**config.mk**
```make
export PLATFORM = sky130hd
export DESIGN_NAME = gpc_cfg_regs
export DESIGN_NICKNAME = d
export VERILOG_FILES = /design/src/rtl/gpc_pkg.sv /design/src/rtl/gpc_cfg_regs.sv
export SDC_FILE = /design/constraint.sdc
export NUM_CORES = 1
export LEC_CHECK = 0
export ABC_AREA = 0
export ABC_CLOCK_PERIOD_IN_PS = 800
export BUFFER_PORTS_ARGS = -buffer_cell sky130_fd_sc_hd__clkbuf_2
export CAP_MARGIN = 20
export CORE_MARGIN = 1.5
export CORE_UTILIZATION = 48
export CTS_BUF_LIST = sky130_fd_sc_hd__clkbuf_4 sky130_fd_sc_hd__clkbuf_8
export CTS_CLUSTER_DIAMETER = 100
export DETAILED_ROUTE_END_ITERATION = 7
export PLACE_DENSITY = 0.76
export SLEW_MARGIN = 20
export SYNTH_ARGS = -nofsm -noshare
export SYNTH_HDL_FRONTEND = slang
export SYNTH_SLANG_ARGS = --single-unit
export TNS_END_PERCENT = 1
```
**constraint.sdc**
```tcl
create_clock -name clk -period 0.8 [get_ports clk]
set_input_delay 0.16 -clock clk [delete_from_list [all_inputs] [get_ports clk]]
set_output_delay 0.16 -clock clk [all_outputs]
set_load 0.02 [all_outputs]
```
**src/rtl/gpc_pkg.sv**
```systemverilog
// ----------------------------------------------------------------------------
// gpc_pkg
// Widths, register codes and shared types of the guide pulse correction block.
// ----------------------------------------------------------------------------
package gpc_pkg;

    // Field widths
    localparam int DriftW   = 16;   // drift, Q7.8 pixels
    localparam int TrigW    = 16;   // orientation cos/sin, Q1.14
    localparam int GainW    = 16;   // gain, Q12.4 ms per pixel
    localparam int PulseW   = 13;   // pulse and maximum, whole ms
    localparam int MinW     = 10;   // minimum pulse, whole ms
    localparam int CfgDataW = 16;   // widest register
    localparam int RegIdxW  = 3;    // eight registers

    // Datapath widths
    localparam int ProdW    = DriftW + TrigW;     // one rotation product
    localparam int SumW     = ProdW + 1;          // rotated drift, Q.22
    localparam int MagW     = ProdW;              // |rotated drift|
    localparam int ScaledW  = MagW + GainW;       // ms in Q.26
    localparam int FracBits = 26;
    localparam int MsW      = ScaledW - FracBits; // whole ms before limiting

    // Register indexes
    typedef enum logic [RegIdxW-1:0] {
        REG_ORIENT_COS = 3'd0,
        REG_ORIENT_SIN = 3'd1,
        REG_GAIN_WEST  = 3'd2,
        REG_GAIN_EAST  = 3'd3,
        REG_GAIN_NORTH = 3'd4,
        REG_GAIN_SOUTH = 3'd5,
        REG_PULSE_MAX  = 3'd6,
        REG_PULSE_MIN  = 3'd7
    } gpc_reg_t;

    // Configuration seen by the datapath
    typedef struct packed {
        logic signed [TrigW-1:0] orient_cos;
        logic signed [TrigW-1:0] orient_sin;
        logic [GainW-1:0]        gain_west;
        logic [GainW-1:0]        gain_east;
        logic [GainW-1:0]        gain_north;
        logic [GainW-1:0]        gain_south;
        logic [PulseW-1:0]       pulse_max_ms;
        logic [MinW-1:0]         pulse_min_ms;
    } gpc_cfg_t;

    // One rotated axis: direction and magnitude
    typedef struct packed {
        logic            pos;
        logic            neg;
        logic [MagW-1:0] mag;
    } gpc_axis_t;

endpackage

```
**src/rtl/gpc_cfg_regs.sv**
```systemverilog
// ----------------------------------------------------------------------------
// gpc_cfg_regs
// Configuration register file written through a plain write port.
// ----------------------------------------------------------------------------
module gpc_cfg_regs
    import gpc_pkg::*;
(
    input  logic                clk,
    input  logic                rst_n,
    input  logic                wr_en,
    input  logic [RegIdxW-1:0]  wr_index,
    input  logic [CfgDataW-1:0] wr_data,
    output gpc_cfg_t            cfg
);

    gpc_cfg_t cfg_reg;
    gpc_cfg_t cfg_next;

    // Decode the write
    always_comb
    begin
        cfg_next = cfg_reg;
        if (wr_en)
        begin
            case (wr_index)
                REG_ORIENT_COS: cfg_next.orient_cos   = wr_data;
                REG_ORIENT_SIN: cfg_next.orient_sin   = wr_data;
                REG_GAIN_WEST:  cfg_next.gain_west    = wr_data;
                REG_GAIN_EAST:  cfg_next.gain_east    = wr_data;
                REG_GAIN_NORTH: cfg_next.gain_north   = wr_data;
                REG_GAIN_SOUTH: cfg_next.gain_south   = wr_data;
                REG_PULSE_MAX:  cfg_next.pulse_max_ms = wr_data[PulseW-1:0];
                REG_PULSE_MIN:  cfg_next.pulse_min_ms = wr_data[MinW-1:0];
                default:        cfg_next = cfg_reg;
            endcase
        end
    end

    // Hold the registers; orientation resets to zero degrees
    always_ff @(posedge clk or negedge rst_n)
    begin
        if (!rst_n)
        begin
            cfg_reg.orient_cos   <= TrigW'(16384);
            cfg_reg.orient_sin   <= '0;
            cfg_reg.gain_west    <= '0;
            cfg_reg.gain_east    <= '0;
            cfg_reg.gain_north   <= '0;
            cfg_reg.gain_south   <= '0;
            cfg_reg.pulse_max_ms <= '0;
            cfg_reg.pulse_min_ms <= '0;
        end
        else
        begin
            cfg_reg <= cfg_next;
        end
    end

    assign cfg = cfg_reg;

endmodule

```
==> results.py <==
metrics = {
    "outcome": {
        "status": "finished with violations",
        "violations": "setup timing",
    },
    "sta": {
        "hold_slack_ns": 0.0679,
        "setup_viol": 186,
        "report.final.slew_viol_count": 0,
        "finalCritPeriodShare": 1.55,
        "worstMarginPinSlew_ns": 0.350,
        "hold_viol": 0,
        "final.setup.worst_slack_ns": -0.438,
        "clock_skew_ns": 0,
        "layout_min_cycle_time_ns": 1.24,
        "slew_headroom": 0.767,
        "fmax_mhz": 807,
        "rsz0062_at_grt": "true",
    },
    "cells_and_area": {
        "finalNetCount": 456,
        "fin_cells": 576,
        "area_delta_synth_final_pct": 43.8,
        "final_area_um2": 6570,
        "drive_gt1_frac": 0.729,
        "nFillCells": 579,
        "n_antenna_cell": 0,
        "largest_reg_flops": 119,
    },
    "min_path": {
        "holdPathStages": 2,
        "hp-class": "in -> reg",
        "hold_start": "wr_data[13]",
        "holdPathEnd": "cfg[116]",
    },
    "drt": {
        "drt_iter0_drc": 48,
        "post_drt_wl_per_cell_um": 19.7,
        "vias": 2938,
        "drc_errors": 0,
        "dr.pass1.iters": 4,
        "routed_wl_um": 11300,
        "drt-vias-per-instance": 5.10,
        "antenna_left": 0,
    },
    "yosys": {
        "synth_seq_area_share": 0.653,
        "synth_area_leaders": "dfrtp_1 65%, mux2_2 27%, mux2_4 3.3%",
        "synth.largest_area_cell": "dfrtp_1",
        "ys_types": 13,
        "syn_area_um2": 4570,
        "ys.warnings.count": 0,
        "mappedNetlistNets": 282,
        "ys_ff_latch": 119,
        "synthCells": 260,
        "syn_area_per_cell_um2": 17.6,
        "synth.top_cell.area_share": 0.647,
    },
    "worst_setup_path": {
        "r2r_end": "cfg[74]",
        "critical_path.startpoint": "cfg[117]",
        "crit_path_top_delay_cell": "dfstp_2",
        "path_max_fanout": 2,
        "startpoint_type": "flop",
        "max_stage_delay_ns": 0.55,
        "r2r_slack_ns": -0.16,
        "path_buf_inv": 1,
        "worst-setup-path-type": "reg -> out",
        "r2r_cells": 2,
        "critPathCaptureType": "output pin",
        "crit_chain": "buf_8",
        "cp_top_family": "flip-flops",
        "timing.rr.start": "cfg[74]",
        "critPathRequiredTime_ns": 0.64,
        "cp.arrival_ns": 1.08,
    },
    "placed_design": {
        "port_buffers": 140,
        "place_area_um2": 5650,
        "place_ws_ns": -0.640,
        "placed_cells": 541,
        "routabilityCongestion": 0.745,
        "place_hpwl_um": 7180,
    },
    "clock_network": {
        "ctsRootBufferMaster": "clkbuf_8",
        "clkTransAtPathRegs_ns": 0.08,
        "cts_sinks": 119,
        "insertion_delay_ns": 0.41,
        "htree_levels": 4,
        "clock_path_buffers": 2,
        "cts_tree": "done",
        "cts_made_buffers": 17,
    },
    "global_routing": {
        "grt_antenna_before_repair": 0,
        "grt_max_degree": 37,
        "grt_pass1_vias": 3017,
        "grt-ovfl-total": 0,
        "grt_pass1_wl_um": 16800,
        "gr-usage-all-layers": 0.225,
    },
    "floorplan": {
        "die_h_um": 101,
        "start_util": 0.494,
        "chipWidth_um": 101,
        "die-area_um2": 10100,
        "core-area_um2": 9240,
        "rows": 35,
        "ios": 141,
    },
    "pwr": {
        "p_per_area_nw_per_um2": 3090,
        "power.leakage_nw": 3.21,
        "fin_total_pwr_mw": 20.3,
        "vdd_drop_max_mv": 1.66,
    },
    "job": {
        "cap_viol_max_count": 0,
    },
}
==> layer usage <==
layer	global-route usage	part of all wire	up-vias
met3	0.0680	0.059	9
met4	0.0845	0.010	0
met1	0.304	0.44	1536
met2	0.345	0.49	109
li1	-	-	1284
met5	0	0	-
==> timing repair <==
| action | CTS | global route |
|---|---|---|
| endpoints found under the setup margin | 215 | 186 |
| pin swaps | 1 | 0 |
| endpoints found under the hold margin | 119 | 0 |
| gates resized for setup | 44 | 155 |
| setup buffers | 2 | 0 |
| hold buffers | 1 | 0 |
==> kinds of logic (layout without fill, tap and decap cells) <==
group | Yosys count | count (layout) | synth area share
and+or+nand+nor | 8 | 8 | 0.0217
buffers and inverters | 14 | 201 | 0.0241
muxes | 119 | 119 | 0.302
DFF | 119 | 119 | 0.653
==> synth_stat cells (all sizes together) <==
cell / instances
dfrtp: 118
mux2: 119
buf: 14
nand4b: 3
nor4bb: 3
nand4: 1
dfstp: 1
nor4b: 1
==> layout by cell type (no fill, tap or decap) <==
cell type	n
nand4_1	1
buf_4	19
nand4b_1	1
clkbuf_16	3
buf_12	7
dfrtp_1	118
buf_8	2
dlygate4sd3_1	1
nor4bb_4	3
bufinv_16	5
buf_2	59
mux2_4	51
nor4b_4	1
nand4b_4	1
mux2_2	68
clkinv_2	1
nand4b_2	1
buf_6	29
clkbuf_8	19
dfstp_2	1
clkbuf_2	48
inv_6	2
clkinv_4	3
clkinvlp_4	3
==> how the worst max path moves through the flow <==
stage,end,slack (ns),depth (start not counted)
2_1_floorplan,cfg[109],-0.57,4
3_3_place_gp,cfg[45],-0.61,4
3_5_place_dp,cfg[44],-0.64,4
4_1_cts,cfg[117],-0.48,1
5_1_grt,cfg[117],-0.48,1
6_report,cfg[117],-0.44,1
==> cell type report <==
class / instances / area [µm²] / share of cell area
Clock buffer: 18 / 248 / 0.0377
Clock inverter: 14 / 221 / 0.0337
Multi-Input combinational cell: 127 / 1680 / 0.256
Sequential cell: 119 / 2980 / 0.454
Tap cell: 129 / 161 / 0.0246
Timing Repair Buffer: 169 / 1270 / 0.194
==> where the power goes <==
part,total [mW],internal [mW],switching (mW)
sequential,8.21,7.35,0.852
clock,6.33,3.82,2.51
combinational,5.79,2.78,3.01
==> through the flow <==
step	TNS, ns	util
after global placement	-63.83	0.611
after detailed placement	-66.15	0.611
final	-44.04	0.711
after floorplan	-49.94	-
after CTS	-45.53	0.686
after global routing	-50.85	0.711
No activity file was read; power rests on OpenSTA's default activity.
