===== src/rtl/gpc_pkg.sv =====
// ----------------------------------------------------------------------------
// gpc_pkg
// Widths, register codes and shared types of the guide pulse correction block.
// ----------------------------------------------------------------------------
package gpc_pkg;

    // Field widths
    localparam int DriftW   = 16;   // drift, Q7.8 pixels
    localparam int TrigW    = 16;   // orientation cos/sin, Q1.14
    localparam int GainW    = 16;   // gain, Q12.4 ms per pixel
    localparam int PulseW   = 13;   // pulse and maximum, whole ms
    localparam int MinW     = 10;   // minimum pulse, whole ms
    localparam int CfgDataW = 16;   // widest register
    localparam int RegIdxW  = 3;    // eight registers

    // Datapath widths
    localparam int ProdW    = DriftW + TrigW;     // one rotation product
    localparam int SumW     = ProdW + 1;          // rotated drift, Q.22
    localparam int MagW     = ProdW;              // |rotated drift|
    localparam int ScaledW  = MagW + GainW;       // ms in Q.26
    localparam int FracBits = 26;
    localparam int MsW      = ScaledW - FracBits; // whole ms before limiting

    // Register indexes
    typedef enum logic [RegIdxW-1:0] {
        REG_ORIENT_COS = 3'd0,
        REG_ORIENT_SIN = 3'd1,
        REG_GAIN_WEST  = 3'd2,
        REG_GAIN_EAST  = 3'd3,
        REG_GAIN_NORTH = 3'd4,
        REG_GAIN_SOUTH = 3'd5,
        REG_PULSE_MAX  = 3'd6,
        REG_PULSE_MIN  = 3'd7
    } gpc_reg_t;

    // Configuration seen by the datapath
    typedef struct packed {
        logic signed [TrigW-1:0] orient_cos;
        logic signed [TrigW-1:0] orient_sin;
        logic [GainW-1:0]        gain_west;
        logic [GainW-1:0]        gain_east;
        logic [GainW-1:0]        gain_north;
        logic [GainW-1:0]        gain_south;
        logic [PulseW-1:0]       pulse_max_ms;
        logic [MinW-1:0]         pulse_min_ms;
    } gpc_cfg_t;

    // One rotated axis: direction and magnitude
    typedef struct packed {
        logic            pos;
        logic            neg;
        logic [MagW-1:0] mag;
    } gpc_axis_t;

endpackage


===== src/rtl/gpc_rotate.sv =====
// ----------------------------------------------------------------------------
// gpc_rotate
// Two stages: rotation products, then RA/DEC sums with sign and magnitude.
// ----------------------------------------------------------------------------
module gpc_rotate
    import gpc_pkg::*;
(
    input  logic                     clk,
    input  logic                     rst_n,
    input  logic                     in_valid,
    output logic                     in_ready,
    input  logic signed [DriftW-1:0] drift_x,
    input  logic signed [DriftW-1:0] drift_y,
    input  logic signed [TrigW-1:0]  orient_cos,
    input  logic signed [TrigW-1:0]  orient_sin,
    output logic                     out_valid,
    input  logic                     out_ready,
    output gpc_axis_t                ra,
    output gpc_axis_t                de
);

    logic                    v1_reg;
    logic                    v2_reg;
    logic                    ready1;
    logic                    ready2;
    logic signed [ProdW-1:0] xc_reg;
    logic signed [ProdW-1:0] ys_reg;
    logic signed [ProdW-1:0] yc_reg;
    logic signed [ProdW-1:0] xs_reg;
    logic signed [ProdW-1:0] xc_next;
    logic signed [ProdW-1:0] ys_next;
    logic signed [ProdW-1:0] yc_next;
    logic signed [ProdW-1:0] xs_next;
    logic signed [SumW-1:0]  ra_sum;
    logic signed [SumW-1:0]  de_sum;
    logic signed [SumW-1:0]  ra_neg_sum;
    logic signed [SumW-1:0]  de_neg_sum;
    gpc_axis_t               ra_reg;
    gpc_axis_t               de_reg;
    gpc_axis_t               ra_next;
    gpc_axis_t               de_next;

    // A stage takes a new item when empty or when its item moves on
    assign ready2   = !v2_reg || out_ready;
    assign ready1   = !v1_reg || ready2;
    assign in_ready = ready1;

    // Stage 1: four 16x16 products
    assign xc_next = drift_x * orient_cos;
    assign ys_next = drift_y * orient_sin;
    assign yc_next = drift_y * orient_cos;
    assign xs_next = drift_x * orient_sin;

    // Stage 2: exact sums, sign and magnitude
    assign ra_sum     = SumW'(xc_reg) + SumW'(ys_reg);
    assign de_sum     = SumW'(yc_reg) - SumW'(xs_reg);
    assign ra_neg_sum = -ra_sum;
    assign de_neg_sum = -de_sum;

    always_comb
    begin
        ra_next.neg = ra_sum[SumW-1];
        ra_next.pos = !ra_sum[SumW-1] && (ra_sum != '0);
        ra_next.mag = ra_sum[SumW-1] ? ra_neg_sum[MagW-1:0] : ra_sum[MagW-1:0];
        de_next.neg = de_sum[SumW-1];
        de_next.pos = !de_sum[SumW-1] && (de_sum != '0);
        de_next.mag = de_sum[SumW-1] ? de_neg_sum[MagW-1:0] : de_sum[MagW-1:0];
    end

    // Advance valid bits
    always_ff @(posedge clk or negedge rst_n)
    begin
        if (!rst_n)
        begin
            v1_reg <= 1'b0;
            v2_reg <= 1'b0;
        end
        else
        begin
            if (ready1)
            begin
                v1_reg <= in_valid;
            end
            if (ready2)
            begin
                v2_reg <= v1_reg;
            end
        end
    end

    // Load payload only when an item moves in
    always_ff @(posedge clk)
    begin
        if (in_valid && ready1)
        begin
            xc_reg <= xc_next;
            ys_reg <= ys_next;
            yc_reg <= yc_next;
            xs_reg <= xs_next;
        end
        if (v1_reg && ready2)
        begin
            ra_reg <= ra_next;
            de_reg <= de_next;
        end
    end

    assign out_valid = v2_reg;
    assign ra        = ra_reg;
    assign de        = de_reg;

endmodule


===== config.mk =====
export PLATFORM = sky130hd
export DESIGN_NAME = gpc_rotate
export DESIGN_NICKNAME = d
export VERILOG_FILES = /design/src/rtl/gpc_pkg.sv /design/src/rtl/gpc_rotate.sv
export SDC_FILE = /design/constraint.sdc
export NUM_CORES = 2
export LEC_CHECK = 0
export BUFFER_PORTS_ARGS = -buffer_cell sky130_fd_sc_hd__buf_2
export CAP_MARGIN = 10
export CORE_MARGIN = 2
export CORE_UTILIZATION = 45
export CTS_CLUSTER_SIZE = 40
export DETAILED_ROUTE_END_ITERATION = 8
export GPL_TIMING_DRIVEN = 0
export HOLD_SLACK_MARGIN = 0.08
export SYNTH_ARGS = -nofsm -noshare
export SYNTH_HDL_FRONTEND = slang
export SYNTH_SLANG_ARGS = --single-unit

===== constraint.sdc =====
create_clock -name clk -period 4.1 [get_ports clk]
set_clock_uncertainty 0.05 [all_clocks]
set_input_delay 0.205 -clock clk [delete_from_list [all_inputs] [get_ports clk]]
set_output_delay 0.205 -clock clk [all_outputs]
set_load 0.05 [all_outputs]

==> impl_metrics.ini <==
[sta]
worstMarginPinSlew_ns = 0.896
slew_headroom_pct = 40.3
fin_hold_ws_ns = 0.166
fin_crit_ns = 5.86
fin_ws_ns = -1.76
max_freq_ghz = 0.171
setup_viol = 97
hold_viol_final = 0
rsz0062_at_grt = yes
slew_violations = 0
setup_tns_ns = -98.06
fin_crit_sh_pct = 143

[yosys]
syn_nets = 6817
synth-seq-cells = 198
syn_avg_cell_area_um2 = 9.48
syn_area_um2 = 50300
synthCells = 5305
ys_seq_area_share_pct = 11.8
synth-main-ff-cell = edfxtp_1
async_flop_share_pct = 1.01
synth.distinct_cells = 90
yosysWarnings = 0
synth-edff-count = 196

[routing]
ant_nets = 0
vias = 39000
drcViolationCount = 0
viasPerCell = 5.38
drt-total-wl_um = 168000
dr.pass1.iters = 7
post_drt_wl_per_cell_um = 23.2
drt_iter0_drc = 3640

[floorplan]
num_rows = 122
initial_core_util_pct = 45.4
coreArea_um2 = 111000
dieArea_um2 = 114000
dieWidth_um = 338
io_pins = 138
die_h_um = 338

[global_route]
overflow = 0
grt_max_degree = 66
grt_pass1_vias = 39200
grt_pass1_wl_um = 247000
grt_use_total_pct = 29.5
antenna_found_initial = 15

[finish]
area_growth_syn_to_layout_pct = 23.1
fin_nets = 7236
regArea_um2 = 5940
fin_util_pct = 55.9
drive_above_1_share_pct = 19.8
multi_input_area_um2 = 42000
num-fill-cells = 9873

[clocking]
clk-insertion-delay-late_ns = 0.53
htreeDepth = 4
cts_inserted_buffers = 17
ctsRootBufferMaster = clkbuf_16
tritoncts = built
clock_path_buffers = 2
cts.sinks = 198
path_clk_slew_ns = 0.08

[placement]
dp_hpwl_um = 127000
gp_congestion = 1.02
port_buffers = 137
pre_cts_ws_ns = -3.53

[setup_path]
path_max_fanout = 5
rrSetupSlack_ns = -0.27
r2r_cells = 12
criticalPathCategory = input pin to flop
critPathRequiredTime_ns = 4.33
critPathLaunchType = input pin
cp_data_arrival_time_ns = 6.09
cp-end-kind = flop

[hold_path]
whs_path_depth = 2
min_path_type = input pin to flop

[job]
drv_cap = 0

[run_status]
failed_checks = negative setup slack
outcome = finished, violations left
worst max-delay path: stages:
cell	delay (ns)
buf_12	0.13
clkbuf_16	0.16
buf_8	0.14
and2_4	0.14
fa_1	0.55
inv_2	0.04
fa_1	0.52
inv_1	0.06
fa_1	0.54
fa_1	0.45
fa_1	0.49
inv_1	0.05
fa_1	0.48
inv_2	0.04
ha_4	0.21
a21o_1	0.15
a21o_1	0.20
a2111o_1	0.35
a21oi_4	0.19
or3_4	0.17
nand3b_1	0.18
a31oi_4	0.26
o21bai_1	0.11
a21oi_1	0.16
xnor2_1	0.09
Yosys cell counts (12+ instances only):
cell type / count / area (um^2)
nand2b_1: 38 / 238
a21o_1: 81 / 608
a211oi_1: 13 / 97.6
inv_1: 1211 / 4550
xor2_1: 58 / 508
o21a_1: 23 / 173
or3_1: 13 / 81.3
nor2b_1: 18 / 113
nand3_1: 42 / 210
or2_2: 12 / 75.1
nand2_1: 552 / 2070
nand4_1: 17 / 106
o21bai_1: 20 / 150
ha_1: 394 / 4930
edfxtp_1: 196 / 5890
o211ai_1: 12 / 90.1
nor4_1: 12 / 75.1
nor3_1: 38 / 190
o31ai_1: 19 / 143
and2_1: 510 / 3190
xnor2_1: 185 / 1620
nor2_1: 165 / 619
and3_1: 16 / 100
clkbuf_1: 205 / 769
a21oi_1: 153 / 766
o21ai_0: 84 / 420
fa_1: 1050 / 21000
a31oi_1: 26 / 163
worst paths after layout:
path / startpoint / end
worst max-delay path: orient_cos[10] / yc_reg[30]$_DFFE_PP_
worst min-delay path: orient_sin[0] / xs_reg[0]$_DFFE_PP_
worst max register to register: xc_reg[4]$_DFFE_PP_ / ra[27]$_DFFE_PP_
worst min register to register: v1_reg$_DFFE_PN0N_ / out_valid$_DFFE_PN0P_
max in group asynchronous: rst_n / out_valid$_DFFE_PN0P_
min in group asynchronous: rst_n / v1_reg$_DFFE_PN0N_
kinds of logic after synthesis:
logic type | Yosys count | synth area share [%]
AOI/OAI and AO/OA | 528 | 7.01
buffers and inverters | 1426 | 10.7
and+or+nand+nor | 1463 | 14.6
muxes | 3 | 0.0622
adders and majority gates | 1444 | 51.6
DFF | 198 | 11.8
xor gates and xnor gates | 243 | 4.23
per-layer routing:
layer  vias to the layer above  track usage, %  wire length [um]
met5                         -            1.54               396
met4                         8            11.6              7660
met3                       261            8.85             18100
met2                      1667            42.1             71000
met1                     20000            41.6             70700
li1                      17000               -                 -
through the flow:
step           cells  instance area, um^2
2_1_floorplan   5305                51900
3_3_place_gp    6930                54500
3_5_place_dp    6933                54500
4_1_cts         7127                59900
5_1_grt         7229                61900
6_report        7241                61900
final cells by class:
cell class / instances / area share [%]
Sequential cell: 198 / 9.58
Tap cell: 1488 / 3.01
Inverter: 1214 / 7.40
Multi-Input combinational cell: 3681 / 67.8
Timing Repair Buffer: 401 / 5.70
Antenna cell: 16 / 0.0647
Buffer: 211 / 5.56
Clock buffer: 19 / 0.699
Clock inverter: 13 / 0.232
placed cells by master, fill, tap and decap left out, types with 34 or more instances in the layout:
master / instances
buf_2: 94
xnor2_2: 34
inv_2: 36
a21o_1: 81
a21oi_2: 35
xnor2_1: 147
ha_1: 329
clkbuf_8: 48
o21ai_0: 54
buf_6: 73
nand2b_1: 37
xor2_1: 49
and2_1: 447
nor2_1: 142
nand2_1: 529
clkbuf_16: 101
fa_1: 1008
fa_2: 42
inv_1: 1173
ha_4: 53
a21oi_1: 105
edfxtp_1: 196
buf_4: 201
and2_4: 63
what timing repair did:
item / 4_1_cts / 5_1_grt
endpoints found under the hold margin: 6 / 0
endpoints found under the setup margin: 167 / 145
resized for setup: 679 / 317
pin swaps: 110 / 178
hold buffers: 7 / 0
setup buffers: 152 / 106
gates cloned: 4 / 2
Power is left out: the tool's default activity adds up to more than one toggle a clock period on the data nets, which glitch-free logic cannot reach.
