`config.mk`:
```
export PLATFORM = sky130hd
export DESIGN_NAME = gpc_scale
export DESIGN_NICKNAME = d
export VERILOG_FILES = /design/src/rtl/gpc_pkg.sv /design/src/rtl/gpc_scale.sv
export SDC_FILE = /design/constraint.sdc
export NUM_CORES = 2
export LEC_CHECK = 0
export BUFFER_PORTS_ARGS = -buffer_cell sky130_fd_sc_hd__buf_2
export CAP_MARGIN = 20
export CELL_PAD_IN_SITES_DETAIL_PLACEMENT = 1
export CELL_PAD_IN_SITES_GLOBAL_PLACEMENT = 2
export CORE_MARGIN = 5
export CORE_UTILIZATION = 41
export DETAILED_ROUTE_END_ITERATION = 16
export PLACE_DENSITY = 0.9
export SYNTH_ARGS = -nofsm -noshare
export SYNTH_HDL_FRONTEND = slang
export SYNTH_SLANG_ARGS = --single-unit
```
`constraint.sdc`:
```
create_clock -name clk -period 4.97 [get_ports clk]
set_input_delay 0.2485 -clock clk [delete_from_list [all_inputs] [get_ports clk]]
set_output_delay 0.2485 -clock clk [all_outputs]
set_load 0.03 [all_outputs]
```
`src/rtl/gpc_pkg.sv`:
```
// ----------------------------------------------------------------------------
// gpc_pkg
// Widths, register codes and shared types of the guide pulse correction block.
// ----------------------------------------------------------------------------
package gpc_pkg;

    // Field widths
    localparam int DriftW   = 16;   // drift, Q7.8 pixels
    localparam int TrigW    = 16;   // orientation cos/sin, Q1.14
    localparam int GainW    = 16;   // gain, Q12.4 ms per pixel
    localparam int PulseW   = 13;   // pulse and maximum, whole ms
    localparam int MinW     = 10;   // minimum pulse, whole ms
    localparam int CfgDataW = 16;   // widest register
    localparam int RegIdxW  = 3;    // eight registers

    // Datapath widths
    localparam int ProdW    = DriftW + TrigW;     // one rotation product
    localparam int SumW     = ProdW + 1;          // rotated drift, Q.22
    localparam int MagW     = ProdW;              // |rotated drift|
    localparam int ScaledW  = MagW + GainW;       // ms in Q.26
    localparam int FracBits = 26;
    localparam int MsW      = ScaledW - FracBits; // whole ms before limiting

    // Register indexes
    typedef enum logic [RegIdxW-1:0] {
        REG_ORIENT_COS = 3'd0,
        REG_ORIENT_SIN = 3'd1,
        REG_GAIN_WEST  = 3'd2,
        REG_GAIN_EAST  = 3'd3,
        REG_GAIN_NORTH = 3'd4,
        REG_GAIN_SOUTH = 3'd5,
        REG_PULSE_MAX  = 3'd6,
        REG_PULSE_MIN  = 3'd7
    } gpc_reg_t;

    // Configuration seen by the datapath
    typedef struct packed {
        logic signed [TrigW-1:0] orient_cos;
        logic signed [TrigW-1:0] orient_sin;
        logic [GainW-1:0]        gain_west;
        logic [GainW-1:0]        gain_east;
        logic [GainW-1:0]        gain_north;
        logic [GainW-1:0]        gain_south;
        logic [PulseW-1:0]       pulse_max_ms;
        logic [MinW-1:0]         pulse_min_ms;
    } gpc_cfg_t;

    // One rotated axis: direction and magnitude
    typedef struct packed {
        logic            pos;
        logic            neg;
        logic [MagW-1:0] mag;
    } gpc_axis_t;

endpackage

```
`src/rtl/gpc_scale.sv`:
```
// ----------------------------------------------------------------------------
// gpc_scale
// Two stages: gain multiply to whole ms, then clamp, suppress and steer.
// ----------------------------------------------------------------------------
module gpc_scale
    import gpc_pkg::*;
(
    input  logic              clk,
    input  logic              rst_n,
    input  gpc_cfg_t          cfg,
    input  logic              in_valid,
    output logic              in_ready,
    input  gpc_axis_t         ra,
    input  gpc_axis_t         de,
    output logic              out_valid,
    input  logic              out_ready,
    output logic [PulseW-1:0] pulse_west,
    output logic [PulseW-1:0] pulse_east,
    output logic [PulseW-1:0] pulse_north,
    output logic [PulseW-1:0] pulse_south
);

    // Clamp to the maximum, then drop pulses under the minimum
    function automatic logic [PulseW-1:0] shape_ms(
        input logic [MsW-1:0]    ms,
        input logic [PulseW-1:0] max_ms,
        input logic [MinW-1:0]   min_ms
    );
        logic [PulseW-1:0] lim;
        lim = (ms > MsW'(max_ms)) ? max_ms : ms[PulseW-1:0];
        return (lim < PulseW'(min_ms)) ? '0 : lim;
    endfunction

    logic               v3_reg;
    logic               v4_reg;
    logic               ready3;
    logic               ready4;
    logic [GainW-1:0]   gain_ra;
    logic [GainW-1:0]   gain_de;
    logic [ScaledW-1:0] prod_ra;
    logic [ScaledW-1:0] prod_de;
    logic [MsW-1:0]     ra_ms_reg;
    logic [MsW-1:0]     de_ms_reg;
    logic               ra_pos_reg;
    logic               ra_neg_reg;
    logic               de_pos_reg;
    logic               de_neg_reg;
    logic [PulseW-1:0]  ra_shaped;
    logic [PulseW-1:0]  de_shaped;
    logic [PulseW-1:0]  west_reg;
    logic [PulseW-1:0]  east_reg;
    logic [PulseW-1:0]  north_reg;
    logic [PulseW-1:0]  south_reg;

    assign ready4   = !v4_reg || out_ready;
    assign ready3   = !v3_reg || ready4;
    assign in_ready = ready3;

    // Stage 3: pick the gain by direction and scale the magnitude
    assign gain_ra = ra.pos ? cfg.gain_west  : cfg.gain_east;
    assign gain_de = de.pos ? cfg.gain_south : cfg.gain_north;
    assign prod_ra = ra.mag * gain_ra;
    assign prod_de = de.mag * gain_de;

    // Stage 4: limit, then steer to the driven direction
    assign ra_shaped = shape_ms(ra_ms_reg, cfg.pulse_max_ms, cfg.pulse_min_ms);
    assign de_shaped = shape_ms(de_ms_reg, cfg.pulse_max_ms, cfg.pulse_min_ms);

    // Advance valid bits
    always_ff @(posedge clk or negedge rst_n)
    begin
        if (!rst_n)
        begin
            v3_reg <= 1'b0;
            v4_reg <= 1'b0;
        end
        else
        begin
            if (ready3)
            begin
                v3_reg <= in_valid;
            end
            if (ready4)
            begin
                v4_reg <= v3_reg;
            end
        end
    end

    // Load payload only when an item moves in
    always_ff @(posedge clk)
    begin
        if (in_valid && ready3)
        begin
            ra_ms_reg  <= prod_ra[ScaledW-1:FracBits];
            de_ms_reg  <= prod_de[ScaledW-1:FracBits];
            ra_pos_reg <= ra.pos;
            ra_neg_reg <= ra.neg;
            de_pos_reg <= de.pos;
            de_neg_reg <= de.neg;
        end
        if (v3_reg && ready4)
        begin
            west_reg  <= ra_pos_reg ? ra_shaped : '0;
            east_reg  <= ra_neg_reg ? ra_shaped : '0;
            south_reg <= de_pos_reg ? de_shaped : '0;
            north_reg <= de_neg_reg ? de_shaped : '0;
        end
    end

    assign out_valid   = v4_reg;
    assign pulse_west  = west_reg;
    assign pulse_east  = east_reg;
    assign pulse_north = north_reg;
    assign pulse_south = south_reg;

endmodule

```
==> results.md <==
Synth:
- The number of warnings printed during yosys synthesis is 0.
- sky130_fd_sc_hd__inv_1 is the most common cell in the netlist.
- The post-synthesis simple-gate area fraction is approximately 17%.
- In the synthesized netlist, mux cells make up ~1.4% of the area.
- Counting flops with an async set or reset pin after synthesis yields a share of under 10%.
- Synthesis produced a netlist with a net count of 5194.
- The post-synth design cell area is 36000 µm².
- Of the total synthesized cell area, the portion taken by XOR and XNOR cells is 1.10%.
- The distinct cell type count after synthesis is 67.
- Synthesis handed over a netlist of 3891 instances.
- The dominant synthesized flop cell is sky130_fd_sc_hd__edfxtp_1.
- The post-synthesis area per instance is 9.24 µm².
- After synthesis, the largest area contributor takes up a little under half of total cell area.
- The synthesized design contains ~100 register bits.
- The synthesized netlist devotes under 10% of its cell area to compound gates.
- The portion of the post-synthesis area used by sequential elements is 8.49%.
- The commonest cells after synthesis are 920 x sky130_fd_sc_hd__inv_1, 834 x sky130_fd_sc_hd__fa_1, 629 x sky130_fd_sc_hd__nand2_1.
- The largest area contributor in the synthesized netlist is sky130_fd_sc_hd__fa_1.
- The largest family of logic cells by synthesized area is adder cells.
- The adder and majority gate portion of the synthesized area is 56.1%.
- The synthesized design contains 100 enable-type register cells.
- After synthesis, the cell types taking the most area are sky130_fd_sc_hd__fa_1 46%, sky130_fd_sc_hd__ha_1 9.7%, sky130_fd_sc_hd__inv_1 9.6%.

Clock network:
- The CTS tree is built.
- The clock buffer count from CTS is 9.
- After clock tree synthesis, the clock-pin slew on the worst setup and hold paths is about 70 ps.
- The number of clock sinks is 102.
- The H-tree was split into 3 levels.
- The clock tree root driver cell is sky130_fd_sc_hd__clkbuf_16.
- No sink is reached through more buffers than the 2 on the longest clock path.
- The later pin in the worst-skew pair is clocked with a latency of 350 ps.

Global routing:
- Entering global routing, the biggest net connects 53 pins.
- The global routing stage identified its most utilized layer as met2.
- The total congestion overflow is 0.
- The initial antenna violation count is 5.
- The via count of the first global-routing pass is 34032.
- The first global-routing pass estimated 183000 µm of wire.
- For met3 alone, demand over resource in global routing was 2.69%.
- For this run, the total global-route usage over all layers was measured as 24.5%.
- Global routing consumed, on the met1 layer, 29.6% of the routing resources.
- For met2 alone, demand over resource in global routing was 45.5%.

Place:
- The total of buffers placed on input and output ports is 212.
- At the end of routability-driven placement, the weighted congestion stood at 0.876.
- The post-placement worst setup slack is -1890 ps.
- The placed wire-length estimate after detailed placement is ~95000 µm.
- The standard cell area after detailed placement is 41900 µm².

Setup path:
- Of all nets on the critical path, the largest fanout is 7.
- STA puts the critical path data required time at 5090 ps.
- The number of cells on the worst reg-to-reg path is 17.
- STA classifies the critical path endpoint as a flop.
- The worst register-to-register path has a setup slack of 300 ps.
- By startpoint and endpoint, the worst setup path is classified as primary input to flop.
- In this run the critical register-to-register path is launched from de_ms_reg[3].
- Data on the critical path arrives at its endpoint at 6480 ps.
- The worst setup path is launched from a primary input.
- The reg-to-reg endpoint is pulse_south[5].

Route:
- The detailed router placed roughly 29000 vias in this run.
- The count of antenna-violating nets left after detailed routing is 0.
- The DRC violation count after routing is 0.
- Dividing the detail-routed via count by the number of cells gives 5.11.
- The mean routed wirelength per cell is 20.4 µm.
- The pre-antenna-repair detailed-routing pass consisted of 5 iterations.
- The detailed router finished its first iteration with 1212 violations.
- The wire length after detailed routing is between 100000 and 150000 µm.

Timing:
- Setup repair after global routing could not meet its margin everywhere.
- The count of pins over their slew limit was 0.
- The period utilization is 128%.
- The minimum period implied by the final worst setup slack is 6350 ps.
- Across the routed clock network, the largest skew measured is 8.99 ps.
- The total count of hold-check failures in the final report came to 0.
- The worst setup slack after layout is -1380 ps.
- The number of endpoints failing setup at the final stage is 44.
- Based on the critical path, the design can be clocked at up to 157 MHz.
- The remaining max-slew budget at the tightest pin is 53.8%.
- At the pin with the least slew margin, the transition time is between 600 and 700 ps.

Hold path:
- In this run the worst hold path is classified as primary input to flop.
- The hold path startpoint is de[32].
- Counting instances, the worst hold path has a depth of 1.
- The worst hold path terminates at de_neg_reg.

Die:
- The boundary pin count is 245.
- The die span in x is 306 µm.
- The die span in y is ~310 µm.
- The starting utilization of the core area is about two fifths.
- The floorplan core area is ~87000 µm².
- The site row count is 108.
- The full die area is 93700 µm².

Outcome:
- The flow ran to the end, but the final reports show violations.
- The final reports fail on setup timing.

Layout:
- The final net count is 5743.
- Summing all multi-input logic gate instances after layout gives 30100 µm².
- The filler cells instantiated in the layout total approximately 10000.
- Relative to the synthesized area, the layout overhead comes to 22.1%.
- Of the cells placed in the final design, the portion with a size suffix greater than 1 is around 22%.
- The post-route cell area is 43900 µm².
- The combined flip-flop and latch cell area is 3050 µm².

Job:
- The max-cap check violation count is 0.
[kinds of logic after synthesis]
kind of cell | count (synthesis)
buffers and inverters | 1096
multiplexers | 46
AO/OA/AOI/OAI | 246
AND/OR/NAND/NOR | 1244
flip-flops | 102
XOR/XNOR | 45
adder cells (fa/ha/maj) | 1112
[cell type report]
cell class	instances	area share, %
sequential	102	6.95
antenna	4	0.0228
tap	1155	3.29
inverter	920	7.86
timing repair buffer	708	12.6
clock inverter	7	0.222
clock buffer	9	0.513
multi-input combinational	2699	68.6
[how the worst max path moves through the flow]
stage,to,start,slack (ps),depth (start not counted)
2_1_floorplan,ra_ms_reg[19],ra[33],-1350,25
3_3_place_gp,ra_ms_reg[18],ra[33],-1760,23
3_5_place_dp,ra_ms_reg[21],ra[33],-1890,24
4_1_cts,de_ms_reg[20],de[33],-1360,27
5_1_grt,de_ms_reg[20],de[33],-1550,26
6_report,de_ms_reg[5],de[33],-1380,26
[stage by stage]
step                      utilization [%]  hold slack [ps]  setup TNS, ps  instances
after CTS                            50.0             57.4         -50440       5587
after global placement               48.2             33.1         -67310       5516
after detailed placement             48.2             34.5         -73110       5516
after floorplan                         -            -47.1         -44800       3891
final                                50.5             69.5         -52870       5604
after global routing                 50.5             58.8         -59990       5603
[routing by layer]
metal,wire length [µm],part of all wire [%]
met1,44800,39
met4,4590,4.0
met3,4900,4.3
met2,60200,53
met5,0,0
[placed cells by master, fill, tap and decap left out, types with 9 or more instances in the layout]
cell type / netlist / routed
sky130_fd_sc_hd__nor2b_1: 23 / 22
sky130_fd_sc_hd__a21o_1: 46 / 46
sky130_fd_sc_hd__and2_4: 0 / 35
sky130_fd_sc_hd__mux2i_1: 13 / 13
sky130_fd_sc_hd__ha_4: 0 / 29
sky130_fd_sc_hd__fa_1: 834 / 785
sky130_fd_sc_hd__and2_1: 428 / 391
sky130_fd_sc_hd__edfxtp_1: 100 / 100
sky130_fd_sc_hd__a21oi_2: 2 / 16
sky130_fd_sc_hd__ha_1: 278 / 247
sky130_fd_sc_hd__buf_4: 0 / 419
sky130_fd_sc_hd__buf_2: 5 / 210
sky130_fd_sc_hd__nand2_1: 629 / 623
sky130_fd_sc_hd__mux2_4: 0 / 33
sky130_fd_sc_hd__clkbuf_16: 0 / 9
sky130_fd_sc_hd__xor2_1: 20 / 16
sky130_fd_sc_hd__buf_6: 0 / 32
sky130_fd_sc_hd__nand4_1: 15 / 15
sky130_fd_sc_hd__nand3_1: 25 / 23
sky130_fd_sc_hd__inv_2: 0 / 25
sky130_fd_sc_hd__nor3b_1: 20 / 20
sky130_fd_sc_hd__fa_2: 0 / 49
sky130_fd_sc_hd__nor3_1: 13 / 12
sky130_fd_sc_hd__o211ai_1: 10 / 10
sky130_fd_sc_hd__nor2_1: 59 / 53
sky130_fd_sc_hd__a21oi_1: 76 / 57
sky130_fd_sc_hd__buf_12: 0 / 38
sky130_fd_sc_hd__o21ai_0: 36 / 22
sky130_fd_sc_hd__inv_1: 920 / 895
sky130_fd_sc_hd__xnor2_1: 25 / 20
[critical path, stage by stage]
cell	delay (ps)
sky130_fd_sc_hd__buf_12	130
sky130_fd_sc_hd__buf_16	150
sky130_fd_sc_hd__buf_6	140
sky130_fd_sc_hd__mux2_4	360
sky130_fd_sc_hd__and2_4	190
sky130_fd_sc_hd__fa_1	560
sky130_fd_sc_hd__fa_1	450
sky130_fd_sc_hd__fa_1	530
sky130_fd_sc_hd__fa_1	530
sky130_fd_sc_hd__fa_1	520
sky130_fd_sc_hd__inv_2	40
sky130_fd_sc_hd__fa_1	490
sky130_fd_sc_hd__inv_2	50
sky130_fd_sc_hd__ha_4	200
sky130_fd_sc_hd__buf_4	130
sky130_fd_sc_hd__a211oi_2	230
sky130_fd_sc_hd__o21ai_1	100
sky130_fd_sc_hd__o2111ai_1	110
sky130_fd_sc_hd__nand4_1	210
sky130_fd_sc_hd__buf_4	200
sky130_fd_sc_hd__buf_4	130
sky130_fd_sc_hd__o21ai_4	140
sky130_fd_sc_hd__nand2_2	70
sky130_fd_sc_hd__a21oi_2	150
sky130_fd_sc_hd__o21bai_1	90
sky130_fd_sc_hd__xor2_1	320
[timing repair]
item / CTS / global route
hold endpoints to repair: 2 / 0
pin swaps: 80 / 73
gates resized for setup: 152 / 96
endpoints found under the setup margin: 44 / 44
gates cloned: 11 / 0
buffers inserted: 45 / 16
hold buffers: 1 / 0
Power is left out: the tool's default activity adds up to more than one toggle a clock period on the data nets, which glitch-free logic cannot reach.
